File: src/rtl/assert_macros.svh
// assertion macros for the led indicator pattern driver
// used by the top level, expects clk and rst in scope
`ifndef ASSERT_MACROS_SVH
`define ASSERT_MACROS_SVH

// condition holds at every clock edge out of reset
`define LIPD_ASSERT(lbl, expr, msg) \
  lbl: assert property (@(posedge clk) disable iff (rst) (expr)) else $error(msg);

// antecedent implies consequent in the next cycle
`define LIPD_ASSERT_NEXT(lbl, ante, cons, msg) \
  lbl: assert property (@(posedge clk) disable iff (rst) (ante) |=> (cons)) else $error(msg);

`endif

File: src/rtl/lipd_pkg.sv
// shared types and constants for the led indicator pattern driver
// no dependencies
`default_nettype none

package lipd_pkg;

  localparam int TIME_W  = 32;
  localparam int DUR_W   = 16;
  localparam int COUNT_W = 8;
  localparam int MODE_W  = 3;
  localparam int IDX_W   = 2;

  localparam int unsigned MAX_PULSES = 255;

  typedef enum logic [1:0] {
    ACT_POLL  = 2'd0,
    ACT_FLASH = 2'd1,
    ACT_PULSE = 2'd2
  } action_t;

  typedef enum logic [IDX_W-1:0] {
    REG_FLASH_DURATION = 2'd0,
    REG_PULSE_ON_TIME  = 2'd1,
    REG_PULSE_GAP_TIME = 2'd2,
    REG_BG_MODE        = 2'd3
  } cfg_reg_t;

  typedef enum logic [MODE_W-1:0] {
    BG_NONE        = 3'd0,
    BG_LINKED      = 3'd1,
    BG_SEARCHING   = 3'd2,
    BG_UPLINK_DOWN = 3'd3,
    BG_COLLISION   = 3'd4
  } bg_mode_t;

  typedef struct packed {
    logic [DUR_W-1:0] flash_duration;
    logic [DUR_W-1:0] pulse_on_time;
    logic [DUR_W-1:0] pulse_gap_time;
    bg_mode_t         background_mode;
  } cfg_t;

  typedef struct packed {
    logic               flash_active;
    logic               pulse_train_active;
    logic [COUNT_W-1:0] pulses_left;
  } status_t;

  localparam logic [DUR_W-1:0] FLASH_DURATION_RST = 16'd200;
  localparam logic [DUR_W-1:0] PULSE_ON_TIME_RST  = 16'd150;
  localparam logic [DUR_W-1:0] PULSE_GAP_TIME_RST = 16'd150;

  // reciprocal multipliers: floor(x / d) = (x * M) >> S, exact over the reduced operand
  // 500 ms: x = t >> 2, d = 125
  localparam logic [31:0] MAGIC_500 = 32'd1099511628;
  localparam int          SHIFT_500 = 37;
  // 150 ms: x = t >> 1, d = 75
  localparam logic [31:0] MAGIC_150 = 32'd3665038760;
  localparam int          SHIFT_150 = 38;
  // 80 ms: x = t >> 4, d = 5
  localparam logic [31:0] MAGIC_80  = 32'd429496730;
  localparam int          SHIFT_80  = 31;

endpackage

`default_nettype wire

File: src/rtl/lipd_if.sv
// handshake channel interfaces: command in, led level out, register writes
// depends on lipd_pkg
`default_nettype none

interface lipd_cmd_if;
  logic                        valid;
  logic                        ready;
  logic [1:0]                  action;
  logic [lipd_pkg::TIME_W-1:0] now_ms;
  logic [lipd_pkg::COUNT_W-1:0] pulse_count;

  modport source (output valid, output action, output now_ms, output pulse_count,
                  input ready);
  modport sink (input valid, input action, input now_ms, input pulse_count,
                output ready);
endinterface

interface lipd_led_if;
  logic valid;
  logic ready;
  logic led_level;

  modport source (output valid, output led_level, input ready);
  modport sink (input valid, input led_level, output ready);
endinterface

interface lipd_cfg_if;
  logic                       valid;
  logic                       ready;
  logic [lipd_pkg::IDX_W-1:0] index;
  logic [lipd_pkg::DUR_W-1:0] data;

  modport source (output valid, output index, output data, input ready);
  modport sink (input valid, input index, input data, output ready);
endinterface

`default_nettype wire

File: src/rtl/led_indicator_pattern_driver.sv
// led indicator pattern driver, top level
// a poll result passes the input, second and output registers before it reaches led
// throughput: one command per cycle while the led output is not stalled; set by the timer update in lipd_core
// commands without a result (flash, pulse, unknown) still take one pipeline slot
// reset: synchronous rst clears timers and pipeline, registers return to their defaults
// depends on lipd_pkg, lipd_if, lipd_bgwave, lipd_core, assert_macros.svh
`default_nettype none

module led_indicator_pattern_driver (
  input  wire        clk,
  input  wire        rst,
  lipd_cmd_if.sink   cmd,
  lipd_led_if.source led,
  lipd_cfg_if.sink   cfg
);
  import lipd_pkg::*;
  `include "assert_macros.svh"

  cfg_t cfg_regs;

  logic               s1_valid;
  action_t            s1_action;
  logic [TIME_W-1:0]  s1_t;
  logic [COUNT_W-1:0] s1_count;

  logic               s2_valid;
  action_t            s2_action;
  logic [TIME_W-1:0]  s2_t;
  logic [COUNT_W-1:0] s2_count;

  logic out_valid;
  logic out_level;

  logic    out_free, s2_fire, s2_free, s1_move, accept;
  logic    bg_level;
  logic    res_valid, res_level;
  status_t status;

  assign out_free = !out_valid || led.ready;
  assign s2_fire  = s2_valid && out_free;
  assign s2_free  = !s2_valid || s2_fire;
  assign s1_move  = s1_valid && s2_free;
  assign cmd.ready = !s1_valid || s2_free;
  assign accept   = cmd.valid && cmd.ready;

  assign cfg.ready = 1'b1;

  always_ff @(posedge clk) begin
    if (rst) begin
      cfg_regs.flash_duration  <= FLASH_DURATION_RST;
      cfg_regs.pulse_on_time   <= PULSE_ON_TIME_RST;
      cfg_regs.pulse_gap_time  <= PULSE_GAP_TIME_RST;
      cfg_regs.background_mode <= BG_NONE;
    end else if (cfg.valid) begin
      case (cfg_reg_t'(cfg.index))
        REG_FLASH_DURATION: cfg_regs.flash_duration <= cfg.data;
        REG_PULSE_ON_TIME:  cfg_regs.pulse_on_time  <= cfg.data;
        REG_PULSE_GAP_TIME: cfg_regs.pulse_gap_time <= cfg.data;
        REG_BG_MODE:        cfg_regs.background_mode <= bg_mode_t'(cfg.data[MODE_W-1:0]);
        default: begin
        end
      endcase
    end
  end

  // input register
  always_ff @(posedge clk) begin
    if (rst) begin
      s1_valid <= 1'b0;
    end else if (accept) begin
      s1_valid <= 1'b1;
    end else if (s1_move) begin
      s1_valid <= 1'b0;
    end
  end

  always_ff @(posedge clk) begin
    if (accept) begin
      s1_action <= action_t'(cmd.action);
      s1_t      <= cmd.now_ms;
      s1_count  <= cmd.pulse_count;
    end
  end

  // second stage holds the item while the background wave is registered beside it
  always_ff @(posedge clk) begin
    if (rst) begin
      s2_valid <= 1'b0;
    end else if (s1_move) begin
      s2_valid <= 1'b1;
    end else if (s2_fire) begin
      s2_valid <= 1'b0;
    end
  end

  always_ff @(posedge clk) begin
    if (s1_move) begin
      s2_action <= s1_action;
      s2_t      <= s1_t;
      s2_count  <= s1_count;
    end
  end

  lipd_bgwave u_bgwave (
    .clk   (clk),
    .load  (s1_move),
    .mode  (cfg_regs.background_mode),
    .t     (s1_t),
    .level (bg_level)
  );

  lipd_core u_core (
    .clk       (clk),
    .rst       (rst),
    .fire      (s2_fire),
    .action    (s2_action),
    .t         (s2_t),
    .count     (s2_count),
    .bg_level  (bg_level),
    .cfg       (cfg_regs),
    .res_valid (res_valid),
    .res_level (res_level),
    .status    (status)
  );

  // output register
  always_ff @(posedge clk) begin
    if (rst) begin
      out_valid <= 1'b0;
    end else if (s2_fire) begin
      out_valid <= res_valid;
    end else if (led.ready) begin
      out_valid <= 1'b0;
    end
  end

  always_ff @(posedge clk) begin
    if (s2_fire) begin
      out_level <= res_level;
    end
  end

  assign led.valid     = out_valid;
  assign led.led_level = out_level;

  `LIPD_ASSERT_NEXT(a_poll_gives_result, s2_fire && res_valid, led.valid, "poll item lost")
  `LIPD_ASSERT_NEXT(a_s1_held, s1_valid && !s1_move, s1_valid, "stalled item dropped")
  `LIPD_ASSERT(a_train_has_pulses, !(status.pulse_train_active && status.pulses_left == '0),
    "pulse train active with no pulses left")

endmodule

`default_nettype wire

File: src/rtl/lipd_bgwave.sv
// background square wave: parity of now / half-period via one reciprocal multiply
// depends on lipd_pkg, result registered on load
`default_nettype none

module lipd_bgwave (
  input  wire                          clk,
  input  wire                          load,
  input  wire lipd_pkg::bg_mode_t      mode,
  input  wire [lipd_pkg::TIME_W-1:0]   t,
  output logic                         level
);
  import lipd_pkg::*;

  logic [31:0] x;
  logic [31:0] m;
  logic [63:0] prod;
  logic        wave;

  always_comb begin
    x = '0;
    m = '0;
    case (mode)
      BG_SEARCHING: begin
        x = {2'b00, t[31:2]};
        m = MAGIC_500;
      end
      BG_UPLINK_DOWN: begin
        x = {1'b0, t[31:1]};
        m = MAGIC_150;
      end
      BG_COLLISION: begin
        x = {4'b0000, t[31:4]};
        m = MAGIC_80;
      end
      default: begin
      end
    endcase
  end

  assign prod = {32'd0, x} * {32'd0, m};

  // level is on while the quotient is even
  always_comb begin
    case (mode)
      BG_SEARCHING:   wave = ~prod[SHIFT_500];
      BG_UPLINK_DOWN: wave = ~prod[SHIFT_150];
      BG_COLLISION:   wave = ~prod[SHIFT_80];
      default:        wave = 1'b0;
    endcase
  end

  always_ff @(posedge clk) begin
    if (load) begin
      level <= wave;
    end
  end

endmodule

`default_nettype wire

File: src/rtl/lipd_core.sv
// flash and pulse train timers, led level decision for one command
// depends on lipd_pkg
`default_nettype none

module lipd_core (
  input  wire                          clk,
  input  wire                          rst,
  input  wire                          fire,
  input  wire lipd_pkg::action_t       action,
  input  wire [lipd_pkg::TIME_W-1:0]   t,
  input  wire [lipd_pkg::COUNT_W-1:0]  count,
  input  wire                          bg_level,
  input  wire lipd_pkg::cfg_t          cfg,
  output logic                         res_valid,
  output logic                         res_level,
  output lipd_pkg::status_t            status
);
  import lipd_pkg::*;

  logic               flash_active, flash_active_next;
  logic [TIME_W-1:0]  flash_start_time, flash_start_time_next;
  logic               pulse_train_active, pulse_train_active_next;
  logic               pulse_in_on_phase, pulse_in_on_phase_next;
  logic [COUNT_W-1:0] pulses_left, pulses_left_next;
  logic [TIME_W-1:0]  phase_start_time, phase_start_time_next;

  logic [TIME_W-1:0]  flash_elapsed;
  logic [TIME_W-1:0]  phase_elapsed;
  logic [DUR_W-1:0]   phase_len;
  logic [COUNT_W-1:0] count_sat;
  logic [COUNT_W-1:0] pulses_dec;
  logic               flash_on;

  assign flash_elapsed = t - flash_start_time;
  assign phase_elapsed = t - phase_start_time;
  assign phase_len     = pulse_in_on_phase ? cfg.pulse_on_time : cfg.pulse_gap_time;
  assign count_sat     = (int'(count) > MAX_PULSES) ? COUNT_W'(MAX_PULSES) : count;
  assign pulses_dec    = (pulses_left != '0) ? pulses_left - 1'b1 : pulses_left;

  always_comb begin
    flash_active_next       = flash_active;
    flash_start_time_next   = flash_start_time;
    pulse_train_active_next = pulse_train_active;
    pulse_in_on_phase_next  = pulse_in_on_phase;
    pulses_left_next        = pulses_left;
    phase_start_time_next   = phase_start_time;
    res_valid               = 1'b0;
    res_level               = 1'b0;
    flash_on                = 1'b0;
    case (action)
      ACT_FLASH: begin
        flash_active_next     = 1'b1;
        flash_start_time_next = t;
      end
      ACT_PULSE: begin
        if (count != '0) begin
          pulse_train_active_next = 1'b1;
          pulse_in_on_phase_next  = 1'b1;
          pulses_left_next        = count_sat;
          phase_start_time_next   = t;
        end
      end
      ACT_POLL: begin
        res_valid = 1'b1;
        flash_on  = flash_active && (flash_elapsed < {16'd0, cfg.flash_duration});
        flash_active_next = flash_on;
        if (flash_on) begin
          res_level = 1'b1;
        end else if (pulse_train_active) begin
          // pulse phase is frozen while a flash runs, steps at most once per poll
          if (phase_elapsed >= {16'd0, phase_len}) begin
            phase_start_time_next = t;
            if (pulse_in_on_phase) begin
              pulse_in_on_phase_next = 1'b0;
              pulses_left_next       = pulses_dec;
              if (pulses_dec == '0) begin
                pulse_train_active_next = 1'b0;
              end
            end else begin
              pulse_in_on_phase_next = 1'b1;
            end
          end
          res_level = pulse_train_active_next && pulse_in_on_phase_next;
        end else begin
          res_level = bg_level;
        end
      end
      default: begin
      end
    endcase
  end

  always_ff @(posedge clk) begin
    if (rst) begin
      flash_active       <= 1'b0;
      flash_start_time   <= '0;
      pulse_train_active <= 1'b0;
      pulse_in_on_phase  <= 1'b0;
      pulses_left        <= '0;
      phase_start_time   <= '0;
    end else if (fire) begin
      flash_active       <= flash_active_next;
      flash_start_time   <= flash_start_time_next;
      pulse_train_active <= pulse_train_active_next;
      pulse_in_on_phase  <= pulse_in_on_phase_next;
      pulses_left        <= pulses_left_next;
      phase_start_time   <= phase_start_time_next;
    end
  end

  assign status.flash_active       = flash_active;
  assign status.pulse_train_active = pulse_train_active;
  assign status.pulses_left        = pulses_left;

endmodule

`default_nettype wire

File: src/flat_wrapper.sv
// flat-port wrapper written by rule: the top's interface ports become plain ports
module led_indicator_pattern_driver_flat import lipd_pkg::*;
  (clk, rst, cmd_valid, cmd_action, cmd_now_ms, cmd_pulse_count, cmd_ready, led_valid, led_led_level, led_ready, cfg_valid, cfg_index, cfg_data, cfg_ready);
  lipd_cmd_if cmd_i ();
  lipd_led_if led_i ();
  lipd_cfg_if cfg_i ();
  input  wire clk;
  input  wire rst;
  input wire logic [$bits(cmd_i.valid)-1:0] cmd_valid;
  input wire logic [$bits(cmd_i.action)-1:0] cmd_action;
  input wire logic [$bits(cmd_i.now_ms)-1:0] cmd_now_ms;
  input wire logic [$bits(cmd_i.pulse_count)-1:0] cmd_pulse_count;
  output wire logic [$bits(cmd_i.ready)-1:0] cmd_ready;
  output wire logic [$bits(led_i.valid)-1:0] led_valid;
  output wire logic [$bits(led_i.led_level)-1:0] led_led_level;
  input wire logic [$bits(led_i.ready)-1:0] led_ready;
  input wire logic [$bits(cfg_i.valid)-1:0] cfg_valid;
  input wire logic [$bits(cfg_i.index)-1:0] cfg_index;
  input wire logic [$bits(cfg_i.data)-1:0] cfg_data;
  output wire logic [$bits(cfg_i.ready)-1:0] cfg_ready;
  assign cmd_i.valid = cmd_valid;
  assign cmd_i.action = cmd_action;
  assign cmd_i.now_ms = cmd_now_ms;
  assign cmd_i.pulse_count = cmd_pulse_count;
  assign cmd_ready = cmd_i.ready;
  assign led_valid = led_i.valid;
  assign led_led_level = led_i.led_level;
  assign led_i.ready = led_ready;
  assign cfg_i.valid = cfg_valid;
  assign cfg_i.index = cfg_index;
  assign cfg_i.data = cfg_data;
  assign cfg_ready = cfg_i.ready;
  led_indicator_pattern_driver u_core (.clk(clk), .rst(rst), .cmd(cmd_i), .led(led_i), .cfg(cfg_i));
endmodule
File: config.mk
export PLATFORM = sky130hd
export DESIGN_NAME = led_indicator_pattern_driver_flat
export DESIGN_NICKNAME = d
export VERILOG_FILES = /design/src/rtl/lipd_pkg.sv /design/src/rtl/lipd_if.sv /design/src/rtl/led_indicator_pattern_driver.sv /design/src/rtl/lipd_bgwave.sv /design/src/rtl/lipd_core.sv /design/src/flat_wrapper.sv
export VERILOG_INCLUDE_DIRS = /design/src /design/src/rtl
export SDC_FILE = /design/constraint.sdc
export NUM_CORES = 2
export LEC_CHECK = 0
export BUFFER_PORTS_ARGS = -buffer_cell sky130_fd_sc_hd__buf_2
export CAP_MARGIN = 20
export CELL_PAD_IN_SITES_DETAIL_PLACEMENT = 0
export CELL_PAD_IN_SITES_GLOBAL_PLACEMENT = 1
export CORE_UTILIZATION = 30
export DETAILED_ROUTE_END_ITERATION = 10
export HOLD_SLACK_MARGIN = 0.06
export PLACE_DENSITY_LB_ADDON = 0.1
export SLEW_MARGIN = 20
export SYNTH_ARGS = -nofsm -noshare
export SYNTH_HDL_FRONTEND = slang
export SYNTH_SLANG_ARGS = --single-unit
File: constraint.sdc
create_clock -name clk -period 17.17 [get_ports clk]
set_input_delay 2.5755 -clock clk [delete_from_list [all_inputs] [get_ports clk]]
set_output_delay 2.5755 -clock clk [all_outputs]
set_load 0.01 [all_outputs]
==> impl_metrics.csv <==
group,metric,value,unit
status,status,"finished, final reports clean",
hold_path,whs_path_depth,0,
synthesis,gate_count_of_the_mapped_netlist,3157,
synthesis,synthDistinctLibCells,100,
final_layout,sequential_cell_area,5160,um2
pwr,cellPowerDensity,59.6,nW/um2
drt,drtIter0Drc,1434,
setup_path,r2r_cells,31,
floorplanning,die_w,316,um
timing,actual_transition_at_the_worst_max_transition_pin,1070,ps
setup_path,worst_path_max_delay_cell,"sky130_fd_sc_hd__a221oi_1",
global_routing,grt_max_degree,87,
synthesis,syn_area_per_cell,9.35,um2
final_layout,final_nets,4052,
synthesis,ys.flop_type,"sky130_fd_sc_hd__dfxtp_1",
final_layout,drive_above_1_share,0.0594,
clocking,tritoncts_clock_tree,"yes",
global_routing,grt_antenna_before_repair,2,
floorplanning,die-area,99700,um2
clocking,cts-hold-fix-buffers,0,
floorplanning,pin_count,69,
timing,finalCriticalPeriod,9760,ps
timing,final_min_period_over_clock_period,0.568,
setup_path,timing.critical_path.max_delay_family,"adder cells",
timing,maxSlewViolCount,0,
setup_path,timing.critical_path.required,17500,ps
timing,clock-skew-final,19.7,ps
setup_path,cp_max_fo,38,
final_layout,instances_no_fill,4490,
setup_path,cpMostUsedCell,"sky130_fd_sc_hd__fa_1",
clocking,ctsHtreeMaxLevel,1,
timing,finalSetupViolCount,0,
clocking,cts_num_sinks,215,
hold_path,hold_class,"reg2reg",
placement,numPlacedInstances,4440,
global_routing,vias_in_the_first_global_route,23100,
setup_path,crit_path_max_incr_delay,700,ps
synthesis,yosys_warnings,0,
drt,post_detailed_route_count_of_antenna_violating_nets,0,
clocking,postCtsSetupBuffers,0,
drt,drt_pre_antenna_iters,5,
setup_path,cp_num_buf_inv,7,
clocking,clock_latency,580,ps
drt,drt_drc_violations_left,0,
clocking,cts_root_buffer,"sky130_fd_sc_hd__clkbuf_16",
synthesis,syn_area,29500,um2
setup_path,worst_setup_path_end_kind,"flop",
drt,via_count,21000,
synthesis,synth_top_area_share,0.339,
drt,wirelength,94200,um
drt,vias_per_cell,4.67,
synthesis,synth.area.top_cells,"sky130_fd_sc_hd__fa_1, sky130_fd_sc_hd__ha_1, sky130_fd_sc_hd__inv_1, sky130_fd_sc_hd__dfxtp_1, sky130_fd_sc_hd__edfxtp_1",
clocking,path_clk_slew,60,ps
final_layout,final_util,0.333,
synthesis,synth-edff-count,86,
global_routing,global_routing_usage_summed_across_all_routing_layers,0.197,
setup_path,crit_cells,31,
final_layout,multi_input_area,21100,um2
placement,placement.io_buffers,67,
synthesis,synth_seq_cells,215,
clocking,max-clock-path-buffers,3,
floorplanning,dieHeight,316,um
global_routing,wire_length_of_the_first_global_routing_pass,147000,um
floorplanning,rows,114,
pwr,max-vdd-ir-drop,66.2,uV
synthesis,netlist.top_cell.by_area,"sky130_fd_sc_hd__fa_1",
placement,gpl.final_weighted_congestion,0.952,
timing,max_clock_freq,102,MHz
global_routing,grt_overflow,0,
drt,wire_per_inst,21.0,um
clocking,tritoncts.num_buffers,27,
synthesis,ys_seq_area_frac,0.175,
final_layout,area.growth.synth_to_final,9.44,%
setup_path,startpoint_type,"flop",
timing,grt_setup_unrepaired,"false",
synthesis,synth_async_sr_flop_share,0,
job,maxCapViolCount,0,
setup_path,criticalPathCategory,"reg2reg",
setup_path,crit_arrival,10080,ps
clocking,cts.repair.resized,0,
timing,max_slew_margin,0.288,
floorplanning,start_util,0.304,
pwr,leakage,16.0,nW
timing,fin_tns_setup,0,ps
placement,detailed_place_hpwl,82000,um
floorplanning,floorplan.core_area,97100,um2
final_layout,antennaDiodeCount,0,
final_layout,number_of_filler_cells_placed_in_the_layout,10000,
timing,timing.final.hold_violations,0,
-- cell families after synthesis --
family                   share of synthesized area
buffers and inverters                        0.114
adder cells (fa/ha/maj)                      0.464
AND/OR/NAND/NOR                              0.110
AO/OA/AOI/OAI                               0.0914
flip-flops                                   0.175
XOR/XNOR                                    0.0242
multiplexers                                0.0212
other                                     0.000254
-- report_power, final --
group	switching (mW)	internal, mW
clock	0.253	0.418
combinational	0.404	0.277
sequential	0.0233	0.551
-- cell usage after synthesis (all sizes together), types with 15 or more instances --
library cell	instances
edfxtp	86
nor2	104
mux2i	57
nand2	414
ha	294
nand3	36
a211oi	18
o211ai	15
dfxtp	129
nand2b	21
and2	23
a21oi	163
a21o	41
xnor2	57
nand4	20
nor3	30
xor2	22
clkbuf	69
o21ai	51
inv	795
o21a	18
fa	500
-- final timing paths --
| kind | end | slack [ps] | startpoint |
|---|---|---|---|
| setup reg to reg | u_core.u_bgwave.level$_DFFE_PP_ | 7410 | u_core.cfg_regs[1]$_SDFFE_PP0P_ |
| hold / removal | u_core.s2_count[0]$_DFFE_PP_ | 420 | u_core.s1_count[0]$_DFFE_PP_ |
| hold reg to reg | u_core.s2_count[0]$_DFFE_PP_ | 420 | u_core.s1_count[0]$_DFFE_PP_ |
| setup / recovery | u_core.u_bgwave.level$_DFFE_PP_ | 7410 | u_core.cfg_regs[1]$_SDFFE_PP0P_ |
-- cell type report --
type,instances,area share
flip-flops and latches,215,0.160
multi-input cells,2071,0.652
inverters,795,0.0923
well taps,1276,0.0494
clock buffers,31,0.0227
clock inverters,19,0.00968
repair buffers,83,0.0141
-- cell usage in the layout (no fill, tap or decap), drive strengths merged, types with 8 or more instances in the layout --
cell type  synthesis  layout
or2                8       8
edfxtp            86      86
xor2              22      22
xnor2             57      57
nor2             104     104
a31oi              8       8
ha               294     294
buf               14      83
nand2            414     414
nand3             36      36
mux2i             57      57
a211o             14      14
inv              795     802
nor3              30      30
o21a              18      18
fa               500     500
conb               2       9
nand2b            21      21
clkbuf            69      31
a21oi            163     163
dfxtp            129     129
o211ai            15      15
nor2b             11      11
a21o              41      41
nand4             20      20
and2              23      23
nor4              12      12
o21ai             51      51
a211oi            18      18
-- flip-flops by register name, indices dropped and copies added, names as in the netlist, 2 cells and up --
name,flops
u_core.s1_count,8
u_core.u_core.pulses_left,8
u_core.s2_action,2
u_core.u_core.flash_start_time,32
u_core.s2_t,32
u_core.cfg_regs,51
u_core.s1_action,2
u_core.s1_t,32
u_core.u_core.phase_start_time,32
u_core.s2_count,8
-- metrics by stage --
step | cell area, um2 | hold slack [ps] | setup WS, ps | power (mW)
5_1_grt | 32300 | 425 | 6830 | 2.07
2_1_floorplan | 29600 | 400 | 8980 | 1.02
3_3_place_gp | 31300 | 406 | 7510 | 1.28
3_5_place_dp | 31300 | 405 | 7410 | 1.27
4_1_cts | 32300 | 420 | 7380 | 1.97
6_report | 32300 | 418 | 7410 | 1.93
-- metal layers --
metal  track usage  up-vias  wire (um)
li1              -     9933          -
met1         0.268    10600      42700
met2         0.340      412      46600
met3        0.0166       81       3140
met4        0.0375        0       1750
met5             0        -          0
-- worst reg2reg max path, delay by kind of cell, from the launching register on --
family                   cells  cell delay [ps]
AND/OR/NAND/NOR              9             2200
AO/OA/AOI/OAI                5             1730
flip-flops                   1              400
buffers and inverters        7             1080
adder cells (fa/ha/maj)      9             3920
XOR/XNOR                     1              170
(Power assumes the default switching activity.)
